### config.mk
export PLATFORM = sky130hd
export DESIGN_NAME = mask_value_list_orderer_unit
export DESIGN_NICKNAME = d
export VERILOG_FILES = /design/src/design/mvlo_pkg.sv /design/src/design/mask_value_list_orderer_unit.sv /design/src/design/mvlo_front.sv /design/src/design/mvlo_back.sv
export SDC_FILE = /design/constraint.sdc
export NUM_CORES = 2
export LEC_CHECK = 0
export CAP_MARGIN = 20
export CELL_PAD_IN_SITES_DETAIL_PLACEMENT = 0
export CELL_PAD_IN_SITES_GLOBAL_PLACEMENT = 1
export CORE_MARGIN = 8
export CORE_UTILIZATION = 40
export CTS_BUF_LIST = sky130_fd_sc_hd__clkbuf_8
export CTS_CLUSTER_DIAMETER = 40
export DETAILED_ROUTE_END_ITERATION = 10
export DONT_BUFFER_PORTS = 1
export GPL_ROUTABILITY_DRIVEN = 0
export HOLD_SLACK_MARGIN = 0.03
export PLACE_DENSITY = 0.68
export SLEW_MARGIN = 40
export SYNTH_ARGS = -nofsm -noshare
export SYNTH_HDL_FRONTEND = slang
export SYNTH_HIERARCHICAL = 1
export SYNTH_SLANG_ARGS = --single-unit
### constraint.sdc
create_clock -name clock -period 5.45 [get_ports clock]
set_clock_uncertainty 0.1 [all_clocks]
set_input_delay 0.545 -clock clock [delete_from_list [all_inputs] [get_ports clock]]
set_output_delay 0.545 -clock clock [all_outputs]
set_load 0.03 [all_outputs]
### src/design/mvlo_pkg.sv
// Package for the mask-value list orderer.
// Holds the request, response and internal operation types and fixed widths.
// Depends on nothing; every other file of the block imports it.
`default_nettype none
package mvlo_pkg;

   localparam int MASK_W    = 32;
   localparam int VALUE_W   = 32;
   localparam int POS_W     = 5;
   localparam int OP_DEPTH  = 2;
   localparam int OUT_DEPTH = 4;

   typedef struct packed {
      logic [MASK_W-1:0]  item_mask;
      logic [VALUE_W-1:0] item_value;
   } req_type;

   typedef struct packed {
      logic [VALUE_W-1:0] slot_value;
      logic [MASK_W-1:0]  combined_mask;
      logic               is_last;
      logic               is_empty;
   } rsp_type;

   // A classified item as it travels from the front to the back.
   typedef struct packed {
      logic               is_term;
      logic [POS_W-1:0]   slot;
      logic [MASK_W-1:0]  mask;
      logic [VALUE_W-1:0] value;
   } op_type;

endpackage
`default_nettype wire

### src/design/mask_value_list_orderer_unit.sv
// Top level of the mask-value list orderer.
// Instantiates mvlo_front and mvlo_back; depends on mvlo_pkg.
//
// A mask-value pair is taken every cycle while req_full is low: the front end
// picks the slot from the most significant mask bit and queues the pair in a
// two-entry operation queue, and the back end writes it to the slot store. An
// item with a zero mask closes the list; the back end then reads one filled
// slot per cycle while there is room, lowest first, through the registered
// read port of the slot store into a four-entry response queue, so a list of
// n filled slots yields n transfers at up to one per cycle, paced by rsp_pop,
// and an empty list yields a single transfer flagged empty. Items behind a
// terminator wait in the operation queue until every read of the burst has
// been issued. Slot valid bits clear at reset, so no clearing pass is needed.
`default_nettype none
module mask_value_list_orderer_unit
   import mvlo_pkg::*;
#(
   parameter int SLOT_COUNT = 32
) (
   input  wire logic    clock,
   input  wire logic    reset,
   input  wire logic    req_push,
   output logic         req_full,
   input  wire req_type req_item,
   output logic         rsp_empty,
   input  wire logic    rsp_pop,
   output rsp_type      rsp_item
);

   logic   op_valid;
   op_type op_data;
   logic   op_take;

   // Classification and operation queue.
   mvlo_front #(
      .SLOT_COUNT (SLOT_COUNT)
   ) u_front (
      .clock    (clock),
      .reset    (reset),
      .req_push (req_push),
      .req_full (req_full),
      .req_item (req_item),
      .op_valid (op_valid),
      .op_data  (op_data),
      .op_take  (op_take)
   );

   // Slot store, emission and response queue.
   mvlo_back #(
      .SLOT_COUNT (SLOT_COUNT)
   ) u_back (
      .clock     (clock),
      .reset     (reset),
      .op_valid  (op_valid),
      .op_data   (op_data),
      .op_take   (op_take),
      .rsp_empty (rsp_empty),
      .rsp_pop   (rsp_pop),
      .rsp_item  (rsp_item)
   );

endmodule
`default_nettype wire

### src/design/mvlo_front.sv
// Front end of the mask-value list orderer: accepts items and classifies them.
// Finds the target slot of each pair and queues the operation for the back end.
// Depends on mvlo_pkg.
`default_nettype none
module mvlo_front
   import mvlo_pkg::*;
#(
   parameter int SLOT_COUNT = 32
) (
   input  wire logic    clock,
   input  wire logic    reset,
   input  wire logic    req_push,
   output logic         req_full,
   input  wire req_type req_item,
   output logic         op_valid,
   output op_type       op_data,
   input  wire logic    op_take
);

   localparam int PTR_W = (OP_DEPTH > 1) ? $clog2(OP_DEPTH) : 1;
   localparam int CNT_W = $clog2(OP_DEPTH + 1);

   op_type             op_q_ff [OP_DEPTH];
   logic [PTR_W-1:0]   wr_ptr_ff, wr_ptr_in;
   logic [PTR_W-1:0]   rd_ptr_ff, rd_ptr_in;
   logic [CNT_W-1:0]   count_ff, count_in;
   logic [POS_W-1:0]   top_pos;
   logic [POS_W-1:0]   slot_sel;
   op_type             new_op;
   logic               push_ok;
   logic               take_ok;

   // The most significant set bit of the mask picks the slot.
   always_comb begin
      top_pos = '0;
      for (int k = 0; k < MASK_W; k++) begin
         if (req_item.item_mask[k]) begin
            top_pos = POS_W'(k);
         end
      end
   end

   // Bits above the top slot fold into the top slot.
   always_comb begin
      if (top_pos > POS_W'(SLOT_COUNT - 1)) begin
         slot_sel = POS_W'(SLOT_COUNT - 1);
      end else begin
         slot_sel = top_pos;
      end
   end

   always_comb begin
      new_op.is_term = (req_item.item_mask == '0);
      new_op.slot    = slot_sel;
      new_op.mask    = req_item.item_mask;
      new_op.value   = req_item.item_value;
   end

   // Operation queue towards the back end.
   assign req_full = (count_ff == CNT_W'(OP_DEPTH));
   assign push_ok  = req_push && !req_full;
   assign op_valid = (count_ff != '0);
   assign take_ok  = op_take && op_valid;
   assign op_data  = op_q_ff[rd_ptr_ff];

   always_comb begin
      wr_ptr_in = wr_ptr_ff;
      rd_ptr_in = rd_ptr_ff;
      count_in  = count_ff;
      if (push_ok) begin
         wr_ptr_in = (wr_ptr_ff == PTR_W'(OP_DEPTH - 1)) ? '0 : wr_ptr_ff + 1'b1;
      end
      if (take_ok) begin
         rd_ptr_in = (rd_ptr_ff == PTR_W'(OP_DEPTH - 1)) ? '0 : rd_ptr_ff + 1'b1;
      end
      if (push_ok && !take_ok) begin
         count_in = count_ff + 1'b1;
      end else if (!push_ok && take_ok) begin
         count_in = count_ff - 1'b1;
      end
   end

   always_ff @(posedge clock) begin
      if (reset) begin
         wr_ptr_ff <= '0;
         rd_ptr_ff <= '0;
         count_ff  <= '0;
      end else begin
         wr_ptr_ff <= wr_ptr_in;
         rd_ptr_ff <= rd_ptr_in;
         count_ff  <= count_in;
      end
   end

   // Queue storage carries payload only.
   always_ff @(posedge clock) begin
      if (push_ok) begin
         op_q_ff[wr_ptr_ff] <= new_op;
      end
   end

endmodule
`default_nettype wire

### src/design/mvlo_back.sv
// Back end of the mask-value list orderer: slot store, emission sequencer
// and the response queue. Depends on mvlo_pkg.
`default_nettype none
module mvlo_back
   import mvlo_pkg::*;
#(
   parameter int SLOT_COUNT = 32
) (
   input  wire logic   clock,
   input  wire logic   reset,
   input  wire logic   op_valid,
   input  wire op_type op_data,
   output logic        op_take,
   output logic        rsp_empty,
   input  wire logic   rsp_pop,
   output rsp_type     rsp_item
);

   localparam int SLOT_W = (SLOT_COUNT > 1) ? $clog2(SLOT_COUNT) : 1;
   localparam int OPTR_W = $clog2(OUT_DEPTH);
   localparam int OCNT_W = $clog2(OUT_DEPTH + 1);

   typedef enum logic [1:0] {
      ST_RUN  = 2'b01,
      ST_EMIT = 2'b10
   } state_type;

   state_type               state_ff, state_in;
   logic [SLOT_COUNT-1:0]   filled_ff, filled_in;
   logic [MASK_W-1:0]       acc_ff, acc_in;
   logic [SLOT_COUNT-1:0]   pend_ff, pend_in;
   logic [MASK_W-1:0]       snap_ff, snap_in;
   logic [VALUE_W-1:0]      slot_mem [SLOT_COUNT];
   logic [VALUE_W-1:0]      rd_data_ff;
   logic                    fly_ff, fly_in;
   logic                    fly_last_ff, fly_last_in;
   logic                    fly_empty_ff, fly_empty_in;
   logic [MASK_W-1:0]       fly_mask_ff, fly_mask_in;
   rsp_type                 out_q_ff [OUT_DEPTH];
   logic [OPTR_W-1:0]       owp_ff, owp_in;
   logic [OPTR_W-1:0]       orp_ff, orp_in;
   logic [OCNT_W-1:0]       ocnt_ff, ocnt_in;
   logic                    space;
   logic                    wr_en;
   logic                    rd_en;
   logic [SLOT_W-1:0]       wr_addr;
   logic [SLOT_W-1:0]       low_idx;
   logic [SLOT_COUNT-1:0]   low_hot;
   logic [SLOT_COUNT-1:0]   pend_rest;
   rsp_type                 push_entry;
   logic                    out_pop;

   // Room in the response queue, counting the read still in flight.
   assign space = ({1'b0, ocnt_ff} + (OCNT_W + 1)'(fly_ff)) < (OCNT_W + 1)'(OUT_DEPTH);

   // Lowest pending slot is the next one to emit.
   always_comb begin
      low_idx = '0;
      for (int k = SLOT_COUNT - 1; k >= 0; k--) begin
         if (pend_ff[k]) begin
            low_idx = SLOT_W'(k);
         end
      end
   end
   assign low_hot   = pend_ff & (~pend_ff + SLOT_COUNT'(1));
   assign pend_rest = pend_ff & ~low_hot;
   assign wr_addr   = op_data.slot[SLOT_W-1:0];

   // Sequencer: loads pairs, then walks the filled slots on a terminator.
   always_comb begin
      state_in     = state_ff;
      filled_in    = filled_ff;
      acc_in       = acc_ff;
      pend_in      = pend_ff;
      snap_in      = snap_ff;
      fly_in       = 1'b0;
      fly_last_in  = fly_last_ff;
      fly_empty_in = fly_empty_ff;
      fly_mask_in  = fly_mask_ff;
      op_take      = 1'b0;
      wr_en        = 1'b0;
      rd_en        = 1'b0;
      case (state_ff)
         ST_RUN: begin
            if (op_valid && !op_data.is_term) begin
               op_take   = 1'b1;
               wr_en     = 1'b1;
               filled_in = filled_ff | (SLOT_COUNT'(1) << wr_addr);
               acc_in    = acc_ff | op_data.mask;
            end else if (op_valid && space) begin
               op_take   = 1'b1;
               filled_in = '0;
               acc_in    = '0;
               if (filled_ff == '0) begin
                  fly_in       = 1'b1;
                  fly_last_in  = 1'b1;
                  fly_empty_in = 1'b1;
                  fly_mask_in  = acc_ff;
               end else begin
                  pend_in  = filled_ff;
                  snap_in  = acc_ff;
                  state_in = ST_EMIT;
               end
            end
         end
         ST_EMIT: begin
            if (space) begin
               rd_en        = 1'b1;
               fly_in       = 1'b1;
               fly_last_in  = (pend_rest == '0);
               fly_empty_in = 1'b0;
               fly_mask_in  = snap_ff;
               pend_in      = pend_rest;
               if (pend_rest == '0) begin
                  state_in = ST_RUN;
               end
            end
         end
         default: begin
            state_in = ST_RUN;
         end
      endcase
   end

   always_ff @(posedge clock) begin
      if (reset) begin
         state_ff  <= ST_RUN;
         filled_ff <= '0;
         acc_ff    <= '0;
         fly_ff    <= 1'b0;
      end else begin
         state_ff  <= state_in;
         filled_ff <= filled_in;
         acc_ff    <= acc_in;
         fly_ff    <= fly_in;
      end
   end

   always_ff @(posedge clock) begin
      pend_ff      <= pend_in;
      snap_ff      <= snap_in;
      fly_last_ff  <= fly_last_in;
      fly_empty_ff <= fly_empty_in;
      fly_mask_ff  <= fly_mask_in;
   end

   // Slot store with a registered read port.
   always_ff @(posedge clock) begin
      if (wr_en) begin
         slot_mem[wr_addr] <= op_data.value;
      end
      if (rd_en) begin
         rd_data_ff <= slot_mem[low_idx];
      end
   end

   // Response queue: filled from the read stage, drained by the consumer.
   always_comb begin
      push_entry.slot_value    = fly_empty_ff ? '0 : rd_data_ff;
      push_entry.combined_mask = fly_mask_ff;
      push_entry.is_last       = fly_last_ff;
      push_entry.is_empty      = fly_empty_ff;
   end

   assign rsp_empty = (ocnt_ff == '0);
   assign rsp_item  = out_q_ff[orp_ff];
   assign out_pop   = rsp_pop && !rsp_empty;

   always_comb begin
      owp_in  = fly_ff ? owp_ff + 1'b1 : owp_ff;
      orp_in  = out_pop ? orp_ff + 1'b1 : orp_ff;
      ocnt_in = ocnt_ff;
      if (fly_ff && !out_pop) begin
         ocnt_in = ocnt_ff + 1'b1;
      end else if (!fly_ff && out_pop) begin
         ocnt_in = ocnt_ff - 1'b1;
      end
   end

   always_ff @(posedge clock) begin
      if (reset) begin
         owp_ff  <= '0;
         orp_ff  <= '0;
         ocnt_ff <= '0;
      end else begin
         owp_ff  <= owp_in;
         orp_ff  <= orp_in;
         ocnt_ff <= ocnt_in;
      end
   end

   always_ff @(posedge clock) begin
      if (fly_ff) begin
         out_q_ff[owp_ff] <= push_entry;
      end
   end

endmodule
`default_nettype wire
# Word level (Yosys, flattened, before mapping)
# Memories as Yosys holds them, arrays and structs flattened. A register that Yosys moved wholly into a read port is not among the register bits.
# Index checks and enable logic that the tools add are counted.
# op_classes
n_eq_ne	9
n_lt_le_gt_ge	2
n_reduce_logical	30
n_shift	1
muxes	118
n_addsub	10
bitwise_logic	8
# op_table
cell	n
$mux W32	12
$mux W5	63
$pmux W32 S2	2
$logic_not A32 Y1	3
$and A32 B32 Y32	2
$not A32 Y32	2
$or A32 B32 Y32	2
$add A32 B1 Y32 const B	1
$shl A1 B5 Y32 const A	1
$mux W1	26
$mux W2	9
$reduce_and A5 Y1	3
$reduce_bool A2 Y1	5
$logic_and A1 B1 Y1	9
$ne A2 B1 Y1 const B	4
$logic_not A1 Y1	7
$add A2 B1 Y2 const B	3
$mux W3	2
$pmux W1 S2	3
$gt A5 B5 Y1 const B	1
$add A3 B1 Y4	1
$eq A2 B2 Y1 const B	2
$lt A4 B3 Y1 const B	1
$ne A2 B2 Y1 const B	2
10 further kinds	12
# word_totals
n_memories	3
word_cells	196
reg_bits	176
ramBits	1428
in_bits	68
out_inout_bits	68
# memory_table
memory	depth	width	rd	rd_ports_with_merged_regs	wr	line_no	text
u_back.slot_mem	32	32	1	1	1	mvlo_back.sv:33	logic [VALUE_W-1:0] slot_mem [SLOT_COUNT];
u_back.out_q_ff	4	66	1	1	1	mvlo_back.sv:39	rsp_type out_q_ff [OUT_DEPTH];
u_front.op_q_ff	2	70	1	1	1	mvlo_front.sv:23	op_type op_q_ff [OP_DEPTH];

# Depth between registers and ports, before layout
# depth
depth_word	33
depth_mapped	13
mapped_depth_nobuf	9

# By module
# The synthesis kept the hierarchy.
# modules_own_cells
module	area_each_um2	cells_each	seq_area_each_um2	instances
mvlo_back	57271.2	3689	44102.3	1
mvlo_front	5581.6	308	4304.1	1

# Least setup slack after synthesis
# No wires, ideal clock.
# synth_timing
path_kind	register to register
start	register (tool-made name)
end	memory u_back.slot_mem[7][0] (enable)
arrival_time_ps	4067
synth_period_minus_slack_ps	4628
path_buffers	4
setup_slack_ps	822
required_ps	4889
stages_incl_launch_ff	8
setup_ps	461
cell_sequence	dfxtp_1 -> clkbuf_1 -> buf_2 -> mux2_2 -> or3_1 -> clkbuf_1 -> clkbuf_1 -> nor3_1
# synth_lines
element	line_no
end: declaration	mvlo_back.sv:33

# Worst setup path in the final report
# layout_timing
start	register u_back.pend_ff[2]
end	register u_back.rd_data_ff[29], read port of u_back.slot_mem, data pin
# layout_via
elab_chain_len	3
# layout_lines
element	line_no	text
start: declaration	mvlo_back.sv:31	logic [SLOT_COUNT-1:0] pend_ff, pend_in;
start signal: assignment	mvlo_back.sv:140	pend_ff <= pend_in;
$mux W5 (3 in a row)	mvlo_back.sv:60	if (pend_ff[k]) begin
end: declaration	mvlo_back.sv:34	logic [VALUE_W-1:0] rd_data_ff;
# No other way between the ends.
# A chain may end at the register's enable or synchronous reset.

==> flow_summary.yaml <==
run_status:
  status: "finished, final reports clean"
cells_and_area:
  finalNonFillerCells: 6552
  layout_commonest_cell: "edfxtp_1"
  layout.nets: 4359
  final_core_util_pct: 46.4
  final-seq-area_um2: 48400
  top_register: "u_back/slot_mem"
  drive_gt1_share_pct: 16.6
  reg_top3: "u_back/slot_mem: 1024 flops, u_back/out_q_ff: 264 flops, u_front/op_q_ff: 140 flops"
  stdcell_area_um2: 72500
  area_growth_pct: 15.4
  mostFrequentLayoutCells: "edfxtp_1 (1558), nand2_1 (700), clkbuf_8 (312)"
  fillers: 13500
  multi_input_area_um2: 13800
  largest_reg_flops: 1024
pwr:
  clkPwrFrac_pct: 33.4
  power_w: 0.0319
  ir_worst_vdd_mv: 0.324
  p_comb_share_pct: 15.7
  seqPwrFrac_pct: 50.8
  leakage_nw: 24.5
  p_switching_w: 0.00902
  power_switching_share_pct: 28.3
  p_int_w: 0.0228
  p_per_area_nw_per_um2: 440
floorplan:
  io_pins: 136
  die_w_um: 412
  std_cell_rows: 145
  dieArea_um2: 170000
  start_util_pct: 40.2
  dieHeight_um: 412
  core_um2: 156000
critical_path:
  worst_ep_arrival_time_ps: 4880
  crit_required_ps: 6050
  cp_cell_sequence: "nor4_4 -> nand4_1 -> nor4_2 -> nand2_1 -> buf_4 -> nor2_4 -> buf_4 -> a32oi_1 -> nand4_1 -> nor3_1"
  worstReg2RegStart: "u_back/pend_ff[2]"
  crit_buf_inv: 2
  worst_r2r_path_depth: 10
  crit_type: "flip-flop to flip-flop"
  endpoint: "u_back/rd_data_ff[29]"
  cp-end-kind: "flip-flop"
  crit_path_start: "u_back/pend_ff[2]"
  startpoint_type: "flip-flop"
  r2r_slack_ps: 1170
  path_max_fanout: 16
  crit_slowest_cell: "nor4_2"
  slowest_delay_ps: 700
  r2r-end: "u_back/rd_data_ff[29]"
  worst-path-stages: 10
  crit_family: "simple AND/OR/NAND/NOR gates"
place:
  portBuffers: 0
  placed_area_um2: 66300
  dp_hpwl_mm: 101
  placed_cells: 5961
global_route:
  grt_max_degree: 119
  overflow: 0
  grt_pass1_vias: 35300
  antenna_found_initial: 11
  grt_pass1_wl_mm: 244
  grt_usage_pct: 19.5
yosys:
  postSynthAreaPerCell_um2: 15.7
  async_flop_share_pct: 0
  yosysWarnings: 6
  synth_mux_area_share_pct: 7.26
  synth-compound-area-share_pct: 3.87
  ys_types: 71
  synth_top_family_by_area: "simple AND/OR/NAND/NOR gates"
  syn_inst: 3997
  synth-simple-area-share_pct: 9.88
  syn-num-nets: 4074
  synth_edf_count: 1558
  synthesis.area_um2: 62900
  synth_flop_cell: "edfxtp_1"
  yosysSeqAreaShare_pct: 77.0
  ys_ff_latch: 1639
  synthAdderAreaFrac_pct: 0.209
  yosys.area_share.xor_xnor_pct: 0.125
routing:
  vias: 36200
  wl_mm: 170
  ant_nets: 0
  drc: 0
  wl_per_cell_um: 25.9
  routed_via_density: 5.52
  dr.first_iter.drc_count: 3663
  first_pass_iters: 5
timing:
  hold_viol: 0
  min_period_ps: 4280
  tns_ps: 0
  drv_slew: 0
  fmax_ghz: 0.234
  timing.final.crit_share_pct: 78.5
  maxSlewHeadroom_pct: 40.3
  setup_viol: 0
  worst_slew_pin_slew_ps: 894
  rsz0062_at_grt: "false"
flow_run:
  max-cap-violations: 0
clocking:
  clkSinkCount: 1639
  htree_levels: 5
  cts_max_path_buffers: 4
  cts_resized: 0
  clkTransAtPathRegs_ps: 50
  root_buffer: "clkbuf_8"
  ctsHoldBuffers: 76
  postCtsSetupBuffers: 0
  cts_tree: "yes"
  clk_latency_ps: 1010
  cts_buffers: 300
hold_path:
  hold_start: "req_item[5]"
  hp-class: "input port to flip-flop"
synthesized netlist by cell type, drive strengths merged (3+ instances only):
master | count | area [µm²]
a211oi | 5 | 42.5
a21boi | 4 | 30.0
a21o | 6 | 45.0
a21oi | 86 | 430
a22oi | 27 | 203
a31oi | 3 | 18.8
a32oi | 103 | 902
and2 | 7 | 43.8
and3 | 7 | 43.8
buf | 69 | 322
clkbuf | 151 | 567
dfxtp | 81 | 1620
edfxtp | 1558 | 46800
ha | 8 | 100
inv | 40 | 150
mux2 | 105 | 1180
mux2i | 189 | 1890
mux4 | 66 | 1490
nand2 | 701 | 2630
nand2b | 16 | 100
nand3 | 276 | 1390
nand4 | 69 | 432
nor2 | 143 | 537
nor2b | 48 | 300
nor3 | 60 | 300
nor4 | 31 | 251
o2111ai | 14 | 123
o211ai | 8 | 60.1
o21ai | 40 | 200
o22ai | 3 | 18.8
o2bb2ai | 4 | 35.0
o311ai | 7 | 61.3
o31ai | 3 | 22.5
or2 | 3 | 18.8
or3 | 10 | 62.6
or4 | 9 | 72.6
xor2 | 8 | 70.1
area by class of cell:
class                           instances  share of cell area [%]
Antenna cell                            8                  0.0276
Clock inverter                        194                    1.52
Multi-Input combinational cell       2098                    19.0
Timing Repair Buffer                  203                    3.00
Tap cell                             2058                    3.55
Inverter                               40                   0.207
Clock buffer                          312                    5.92
Sequential cell                      1639                    66.8
cell families (layout without fill, tap and decap cells):
family | Yosys count | after routing
xor gates and xnor gates | 9 | 9
DFF | 1639 | 1639
and+or+nand+nor | 1383 | 1383
muxes | 360 | 360
adders and majority gates | 10 | 10
AOI/OAI and AO/OA | 336 | 336
buffers and inverters | 260 | 749
other | 0 | 8
power groups by stage:
| stage | sequential [W] | clock [W] | combinational (W) |
|---|---|---|---|
| 3_3_place_gp | 0.0164 | 0 | 0.00493 |
| 4_1_cts | 0.0162 | 0.0109 | 0.00508 |
| 5_1_grt | 0.0163 | 0.0115 | 0.00541 |
| 6_report | 0.0162 | 0.0107 | 0.00501 |
| 3_5_place_dp | 0.0165 | 0 | 0.00500 |
| 2_1_floorplan | 0.0161 | 0 | 0.00355 |
per-stage QoR:
stage	hold slack, ps	worst slack, ps
after floorplan	327	822
after global placement	345	897
after detailed placement	347	1240
after CTS	31.7	1230
after global routing	65.1	963
final	121	1170
worst min path at each step:
| stage | endpoint | slack (ps) | cells after the start |
|---|---|---|---|
| 2_1_floorplan | u_back/snap_ff[0] | 330 | 0 |
| 3_5_place_dp | u_back/snap_ff[17] | 350 | 0 |
| 5_1_grt | u_front/op_q_ff[1][5] | 70 | 1 |
| 6_report | u_front/op_q_ff[1][5] | 120 | 1 |
| 3_3_place_gp | u_back/snap_ff[20] | 340 | 0 |
| 4_1_cts | u_front/op_q_ff[1][5] | 30 | 1 |
layer usage:
metal | up-vias | wire length (µm) | GRT usage (%) | share of wire, %
met1 | 18600 | 73800 | 27.3 | 43
met5 | - | 56 | 0 | 0.033
met2 | 1413 | 78900 | 30.5 | 46
met3 | 285 | 13700 | 4.58 | 8.0
li1 | 15900 | - | - | -
met4 | 8 | 3600 | 5.39 | 2.1
(Power assumes the default switching activity.)
